$ cat src/rtl/swhd_pkg.sv
// Shared types and constants for the sliding-window Hamming distance block.
package swhd_pkg;

  localparam int SYM_W  = 8;
  localparam int WL_W   = 6;
  localparam int DIST_W = 6;
  localparam int IDX_W  = 32;
  localparam int DATA_W = 32;
  localparam int ADDR_W = 3;

  // Register word select (paddr above the byte offset)
  localparam logic [ADDR_W-3:0] REG_WINDOW_LENGTH = '0;

  localparam logic [WL_W-1:0] WINDOW_LENGTH_RESET = 6'd4;

  typedef struct packed {
    logic [SYM_W-1:0] symbol;
    logic             start_of_text;
  } in_t;

  typedef struct packed {
    logic [DIST_W-1:0] distance;
    logic [IDX_W-1:0]  window_index;
  } out_t;

  // Per-cell control for one accepted request
  typedef struct packed {
    logic shift;    // request accepted, advance the chain
    logic capture;  // write the new symbol into this cell's reference
    logic in_win;   // this cell's age lies inside the active window
  } cell_ctrl_t;

endpackage

$ cat src/rtl/swhd_cell.sv
// One chain cell: a recent symbol (by age) and the reference byte it is compared with.
module swhd_cell (
  input  logic                          clk,
  input  swhd_pkg::cell_ctrl_t          ctrl,
  input  logic [swhd_pkg::SYM_W-1:0]    new_sym,
  input  logic [swhd_pkg::SYM_W-1:0]    sym_in,
  output logic [swhd_pkg::SYM_W-1:0]    sym_out,
  output logic                          mismatch
);

  logic [swhd_pkg::SYM_W-1:0] recent_r;
  logic [swhd_pkg::SYM_W-1:0] ref_r;
  logic [swhd_pkg::SYM_W-1:0] ref_nxt;

  // Shift one age step, capture reference byte when addressed
  always_ff @(posedge clk) begin
    if (ctrl.shift) begin
      recent_r <= sym_in;
    end
    if (ctrl.capture) begin
      ref_r <= new_sym;
    end
  end

  // Compare against the values this request leaves behind
  assign ref_nxt  = ctrl.capture ? new_sym : ref_r;
  assign mismatch = ctrl.in_win && (sym_in != ref_nxt);
  assign sym_out  = recent_r;

endmodule

$ cat src/rtl/swhd_popcount.sv
// Two-level mismatch counter: registered byte-group counts, then a narrow final sum.
module swhd_popcount #(
  parameter int WIDTH = 32
) (
  input  logic                           clk,
  input  logic                           load,
  input  logic [WIDTH-1:0]               vec_i,
  output logic [$clog2(WIDTH+1)-1:0]     sum_o
);

  localparam int NG    = (WIDTH + 7) / 8;
  localparam int PAD_W = NG * 8;
  localparam int GRP_W = 4;
  localparam int SUM_W = $clog2(WIDTH + 1);

  logic [PAD_W-1:0] vec_pad;
  logic [GRP_W-1:0] grp_nxt [NG];
  logic [GRP_W-1:0] grp_r   [NG];

  assign vec_pad = PAD_W'(vec_i);

  // Count set bits within each byte group
  always_comb begin
    for (int g = 0; g < NG; g++) begin
      grp_nxt[g] = '0;
      for (int b = 0; b < 8; b++) begin
        grp_nxt[g] = grp_nxt[g] + GRP_W'(vec_pad[g*8+b]);
      end
    end
  end

  always_ff @(posedge clk) begin
    if (load) begin
      for (int g = 0; g < NG; g++) begin
        grp_r[g] <= grp_nxt[g];
      end
    end
  end

  // Final sum over the NG group counts
  always_comb begin
    sum_o = '0;
    for (int g = 0; g < NG; g++) begin
      sum_o = sum_o + SUM_W'(grp_r[g]);
    end
  end

endmodule

$ cat src/rtl/sliding_window_hamming_distance.sv
// Each result passes stage 1, stage 2 and the output register after its window completes.
// Throughput: one symbol per cycle unless out_stall backs up; cells update and compare in
//   the accept cycle, the count takes two register stages, an empty stage keeps input flowing.
// Reset (rst_n, synchronous, low): clears counters, valids and window_length to 4;
//   the next symbol after reset starts a new text. Cell contents are not reset.
module sliding_window_hamming_distance #(
  parameter int MAX_WINDOW = 32
) (
  input  logic                             clk,
  input  logic                             rst_n,
  // Symbol input
  input  logic                             in_valid,
  output logic                             in_stall,
  input  swhd_pkg::in_t                    in_data,
  // Result output
  output logic                             out_valid,
  input  logic                             out_stall,
  output swhd_pkg::out_t                   out_data,
  // APB configuration
  input  logic                             cfg_psel,
  input  logic                             cfg_penable,
  input  logic                             cfg_pwrite,
  input  logic [swhd_pkg::ADDR_W-1:0]      cfg_paddr,
  input  logic [swhd_pkg::DATA_W-1:0]      cfg_pwdata,
  output logic [swhd_pkg::DATA_W-1:0]      cfg_prdata,
  output logic                             cfg_pready
);

  localparam int LEN_W = $clog2(MAX_WINDOW + 1);
  localparam int SUM_W = $clog2(MAX_WINDOW + 1);
  localparam int ACT_RESET = (MAX_WINDOW < 4) ? MAX_WINDOW : 4;

  // Configuration
  logic [swhd_pkg::WL_W-1:0] cfg_wl_r;
  logic                      cfg_wr;

  // Text tracking
  logic [LEN_W-1:0]          seen_r, seen_nxt, eff_seen;
  logic [LEN_W-1:0]          active_r, eff_len, wl_clamp, wr_idx;
  logic [swhd_pkg::IDX_W-1:0] cnt_r, cur_idx;
  logic                      first_sym, capture, emit, accept;

  // Pipeline
  logic                      s1_valid_r, s2_valid_r, out_valid_r;
  logic [MAX_WINDOW-1:0]     s1_vec_r;
  logic [swhd_pkg::IDX_W-1:0] s1_idx_r, s2_idx_r;
  swhd_pkg::out_t            out_data_r;
  logic                      s1_ready, s2_ready, out_ready;
  logic [SUM_W-1:0]          pc_sum;

  // Cell row
  logic [swhd_pkg::SYM_W-1:0] chain [MAX_WINDOW+1];
  logic [MAX_WINDOW-1:0]      mis_vec;
  swhd_pkg::cell_ctrl_t       cell_ctrl [MAX_WINDOW];

  // APB register write and read-back
  assign cfg_pready = 1'b1;
  assign cfg_wr = cfg_psel && cfg_penable && cfg_pwrite && cfg_pready &&
                  (cfg_paddr[swhd_pkg::ADDR_W-1:2] == swhd_pkg::REG_WINDOW_LENGTH);

  always_ff @(posedge clk) begin
    if (!rst_n) begin
      cfg_wl_r <= swhd_pkg::WINDOW_LENGTH_RESET;
    end else if (cfg_wr) begin
      cfg_wl_r <= cfg_pwdata[swhd_pkg::WL_W-1:0];
    end
  end

  always_comb begin
    cfg_prdata = '0;
    if (cfg_paddr[swhd_pkg::ADDR_W-1:2] == swhd_pkg::REG_WINDOW_LENGTH) begin
      cfg_prdata = swhd_pkg::DATA_W'(cfg_wl_r);
    end
  end

  // Handshake: each stage moves when its successor is empty or moving
  assign out_ready = !out_valid_r || !out_stall;
  assign s2_ready  = !s2_valid_r || out_ready;
  assign s1_ready  = !s1_valid_r || s2_ready;
  assign in_stall  = !s1_ready;
  assign accept    = in_valid && !in_stall;

  // Window length clamped to 1..MAX_WINDOW
  always_comb begin
    if (cfg_wl_r == '0) begin
      wl_clamp = LEN_W'(1);
    end else if (32'(cfg_wl_r) > 32'(MAX_WINDOW)) begin
      wl_clamp = LEN_W'(MAX_WINDOW);
    end else begin
      wl_clamp = LEN_W'(cfg_wl_r);
    end
  end

  // Per-request text bookkeeping
  always_comb begin
    eff_seen  = in_data.start_of_text ? '0 : seen_r;
    first_sym = (eff_seen == '0);
    eff_len   = first_sym ? wl_clamp : active_r;
    cur_idx   = in_data.start_of_text ? '0 : cnt_r;
    capture   = (eff_seen < eff_len);
    seen_nxt  = capture ? eff_seen + LEN_W'(1) : eff_seen;
    emit      = (seen_nxt == eff_len);
    // reference is stored by age: text position k lands in cell len-1-k
    wr_idx    = eff_len - LEN_W'(1) - eff_seen;
  end

  always_ff @(posedge clk) begin
    if (!rst_n) begin
      seen_r   <= '0;
      active_r <= LEN_W'(ACT_RESET);
      cnt_r    <= '0;
    end else if (accept) begin
      seen_r   <= seen_nxt;
      active_r <= eff_len;
      cnt_r    <= emit ? cur_idx + 32'd1 : cur_idx;
    end
  end

  // Chain of cells, cell 0 holds the newest symbol
  assign chain[0] = in_data.symbol;

  for (genvar j = 0; j < MAX_WINDOW; j++) begin : g_cell
    always_comb begin
      cell_ctrl[j].shift   = accept;
      cell_ctrl[j].capture = accept && capture && (wr_idx == LEN_W'(j));
      cell_ctrl[j].in_win  = (LEN_W'(j) < eff_len);
    end

    swhd_cell u_cell (
      .clk      (clk),
      .ctrl     (cell_ctrl[j]),
      .new_sym  (in_data.symbol),
      .sym_in   (chain[j]),
      .sym_out  (chain[j+1]),
      .mismatch (mis_vec[j])
    );
  end

  // Stage 1: mismatch vector
  always_ff @(posedge clk) begin
    if (!rst_n) begin
      s1_valid_r <= 1'b0;
    end else if (s1_ready) begin
      s1_valid_r <= accept && emit;
    end
  end

  always_ff @(posedge clk) begin
    if (accept && emit) begin
      s1_vec_r <= mis_vec;
      s1_idx_r <= cur_idx;
    end
  end

  // Stage 2: group counts
  swhd_popcount #(
    .WIDTH (MAX_WINDOW)
  ) u_popcount (
    .clk   (clk),
    .load  (s1_valid_r && s2_ready),
    .vec_i (s1_vec_r),
    .sum_o (pc_sum)
  );

  always_ff @(posedge clk) begin
    if (!rst_n) begin
      s2_valid_r <= 1'b0;
    end else if (s2_ready) begin
      s2_valid_r <= s1_valid_r;
    end
  end

  always_ff @(posedge clk) begin
    if (s1_valid_r && s2_ready) begin
      s2_idx_r <= s1_idx_r;
    end
  end

  // Output register
  always_ff @(posedge clk) begin
    if (!rst_n) begin
      out_valid_r <= 1'b0;
    end else if (out_ready) begin
      out_valid_r <= s2_valid_r;
    end
  end

  always_ff @(posedge clk) begin
    if (s2_valid_r && out_ready) begin
      out_data_r.distance     <= swhd_pkg::DIST_W'(pc_sum);
      out_data_r.window_index <= s2_idx_r;
    end
  end

  assign out_valid = out_valid_r;
  assign out_data  = out_data_r;

`ifndef SYNTHESIS
  a_seen_bounded: assert property (@(posedge clk) disable iff (!rst_n)
    seen_r <= active_r)
    else $error("symbols seen exceeds active length");

  a_active_range: assert property (@(posedge clk) disable iff (!rst_n)
    (active_r != '0) && (32'(active_r) <= 32'(MAX_WINDOW)))
    else $error("active length out of range");

  a_emit_enters: assert property (@(posedge clk) disable iff (!rst_n)
    accept && emit |=> s1_valid_r)
    else $error("completed window did not enter stage 1");

  a_index_step: assert property (@(posedge clk) disable iff (!rst_n)
    accept && emit |=> cnt_r == $past(cur_idx) + 32'd1)
    else $error("window counter did not advance");

  a_stage2_moves: assert property (@(posedge clk) disable iff (!rst_n)
    s1_valid_r && s2_ready |=> s2_valid_r)
    else $error("stage 1 result lost");
`endif

endmodule

$ cat config.mk
export PLATFORM = sky130hd
export DESIGN_NAME = sliding_window_hamming_distance
export DESIGN_NICKNAME = d
export VERILOG_FILES = /design/src/rtl/swhd_pkg.sv /design/src/rtl/swhd_cell.sv /design/src/rtl/swhd_popcount.sv /design/src/rtl/sliding_window_hamming_distance.sv
export SDC_FILE = /design/constraint.sdc
export NUM_CORES = 1
export LEC_CHECK = 0
export ABC_AREA = 1
export BUFFER_PORTS_ARGS = -buffer_cell sky130_fd_sc_hd__buf_2
export CAP_MARGIN = 20
export CORE_MARGIN = 2
export CORE_UTILIZATION = 55
export DETAILED_ROUTE_END_ITERATION = 8
export PLACE_DENSITY = 0.72
export REMOVE_ABC_BUFFERS = 1
export SETUP_SLACK_MARGIN = 0.4
export SYNTH_ARGS = -nofsm -noshare
export SYNTH_HDL_FRONTEND = slang
export SYNTH_SLANG_ARGS = --single-unit
$ cat constraint.sdc
create_clock -name clk -period 11 [get_ports clk]
set_input_delay 1.1 -clock clk [delete_from_list [all_inputs] [get_ports clk]]
set_output_delay 1.1 -clock clk [all_outputs]
set_load 0.01 [all_outputs]
==> impl_metrics.yaml <==
timing:
  hold_viol_final: 0
  clock.fmax_ghz: 0.148
  drv_slew: 0
  period_needed_ns: 6.74
  tightest_slew_ns: 1.08
  hold-worst-slack_ns: 0.413
  setup_violations: 0
  fin_crit_sh: 0.613
  slew_headroom: 0.279
  rsz0062_at_grt: "no"
  skew_ns: 0.0242
global_route:
  grt_pass1_wl_mm: 120
  grt_usage: 0.244
  grt_antenna_before_repair: 2
  overflow: 0
  grt_pass1_vias: 23100
  grt_max_degree: 108
setup_path:
  required_ns: 11.36
  worstPathMaxFanout: 107
  startpoint_type: "input port"
  crit_arrival_ns: 7.11
  crit_path_end_kind: "flop"
  criticalPathCategory: "in -> reg"
detailed_routing:
  vias: 24600
  wl_per_cell_um: 15.9
  drtIter0Drc: 1755
  postRouteWirelength_mm: 74.9
  postRouteAntennaNets: 0
  drc_errors: 11
  detail_route.first_pass.iterations: 8
  via_per_inst: 5.22
yosys:
  syn-instance-count: 3802
  avgSynthCellArea_um2: 8.66
  synth_edf_count: 398
  ys_seq_elements: 707
  ys_seq_area_frac: 0.551
  syn_area_mm2: 0.0329
  synth_flop_cell: "edfxtp_1"
  synthArstFlopShare: 0
  synth_cell_type_count: 44
  ys_warn_count: 0
die:
  num_rows: 89
  start_util: 0.557
  io_pins: 124
  fp.dieH_um: 249
  core_area_mm2: 0.0591
  die-area_mm2: 0.0618
  die_w_um: 249
worst_hold_path:
  min_path_type: "reg -> reg"
cts:
  cts_buffers: 75
  clockRootBuffer: "clkbuf_16"
  cts-resized-gates: 0
  cts_tree: "yes"
  clock-sinks: 707
  post_cts_buffers: 0
  htree_num_levels: 3
  clkLatencyLatePin_ns: 0.63
  cts_hold_buf: 0
  clockBufferDepth: 3
  clk_pin_slew_ns: 0.06
cells_and_area:
  multi_input_area_mm2: 0.0122
  diodes: 0
  layout.nets: 3988
  fill_cells: 4926
  drive_above_1_share: 0.0766
  layout.cells.non_filler: 4717
  area_growth_pct: 10.6
  final-seq-area_mm2: 0.0181
  layout_commonest_cell: "nand2_1"
  final_cell_mix: "nand2_1 (1299), inv_1 (520), nand3_1 (408)"
power_and_ir_drop:
  p_leak_nw: 17.2
  power-per-cell-area_mw_per_mm2: 217
  ir_drop_mv: 0.166
run_status:
  outcome: "finished with violations"
  violations: "DRC"
place:
  post-place-cells: 4575
  gp_congestion: 0.897
  io_buffer_count: 68
  dp_hpwl_mm: 48.3
run:
  max-cap-violations: 0
sequential cells by signal, summed over array words and instances (netlist names):
signal and flops:
s2_idx_r 32, cfg_wl_r 6, active_r 6, s2_valid_r 1
cnt_r 32, g_cell.u_cell.sym_out 248, s1_idx_r 32, s1_valid_r 1
u_popcount.grp_r 16, s1_vec_r 32, g_cell.u_cell.ref_r 256, out_valid 1
out_data 38, seen_r 6
worst paths after layout:
kind	slack [ns]	startpoint	cells past startpoint	endpoint
worst max-delay path	4.26	in_data[0]	27	s1_vec_r[24]
worst min-delay path	0.41	s1_idx_r[3]	0	s2_idx_r[3]
worst max register to register	4.83	seen_r[0]	30	s1_vec_r[24]
worst min register to register	0.41	s1_idx_r[3]	0	s2_idx_r[3]
synthesized netlist by cell type (all sizes together) (33+ instances only):
cell type,n,area [um2]
nand2,1338,5170
inv,528,1980
nand3,416,2140
edfxtp,398,12000
dfxtp,309,6190
nor2,279,1470
nand3b,190,1430
buf,73,518
a21oi,56,280
clkbuf,40,150
o21ai,34,174
ha,33,413
where the power goes:
part,internal (mW),total (mW),switching (mW)
registers,3.27,3.41,0.143
logic,0.585,1.93,1.35
clock network,1.52,2.57,1.05
total,5.37,7.92,2.55
cells by family after synthesis:
family                   count (synthesis)  share of synthesized area
AND/OR/NAND/NOR                       2264                      0.317
flip-flops                             707                      0.551
buffers and inverters                  645                     0.0810
AO/OA/AOI/OAI                          109                     0.0189
adder cells (fa/ha/maj)                 56                     0.0265
XOR/XNOR                                19                    0.00506
other                                    2                   0.000228
layout make-up:
type | instances | share of cell area
tap | 773 | 0.0266
clock inverter | 40 | 0.0116
timing repair buffer | 90 | 0.0149
multi-input combinational | 2475 | 0.336
inverter | 532 | 0.0553
clock buffer | 100 | 0.0578
sequential | 707 | 0.498
worst max-delay path: stages:
cell and delay [ns]:
buf_2 0.54, nor2_1 0.24, inv_1 0.21, ha_1 0.27, nand3_2 0.18, a22oi_2 0.47
inv_1 0.32, ha_1 0.42, nand2_1 0.08, inv_1 0.05, nand2_1 0.06, nand2_1 0.05
nand2_1 0.07, nand2_1 0.14, a21boi_4 0.29, nand2_1 0.18, inv_8 0.57, buf_4 0.66
nand2_1 0.36, nand2_1 0.17, nand2_1 0.08, nand2_1 0.06, nand2_1 0.05, nor2_1 0.10
nand2_1 0.08, nor2_1 0.19, nor2_1 0.06
per-layer routing:
layer / share of wire / up-vias / GRT usage
met5: 0.00045 / - / 0
met4: 0.038 / 4 / 0.106
met3: 0.071 / 183 / 0.0448
met2: 0.46 / 793 / 0.399
met1: 0.43 / 11300 / 0.319
li1: - / 12300 / -
metrics by stage:
stage	setup WS [ns]	instance area (um2)	util	total power [mW]	TNS, ns
3_5_place_dp	3.68	33800	0.572	5.37	0
4_1_cts	4.31	36400	0.615	7.95	0
3_3_place_gp	3.75	33800	0.572	5.31	0
5_1_grt	3.79	36400	0.616	8.38	0
6_report	4.26	36400	0.616	7.92	0
2_1_floorplan	-1.26	32300	-	4.90	-41.03
No activity file was read; power rests on OpenSTA's default activity.
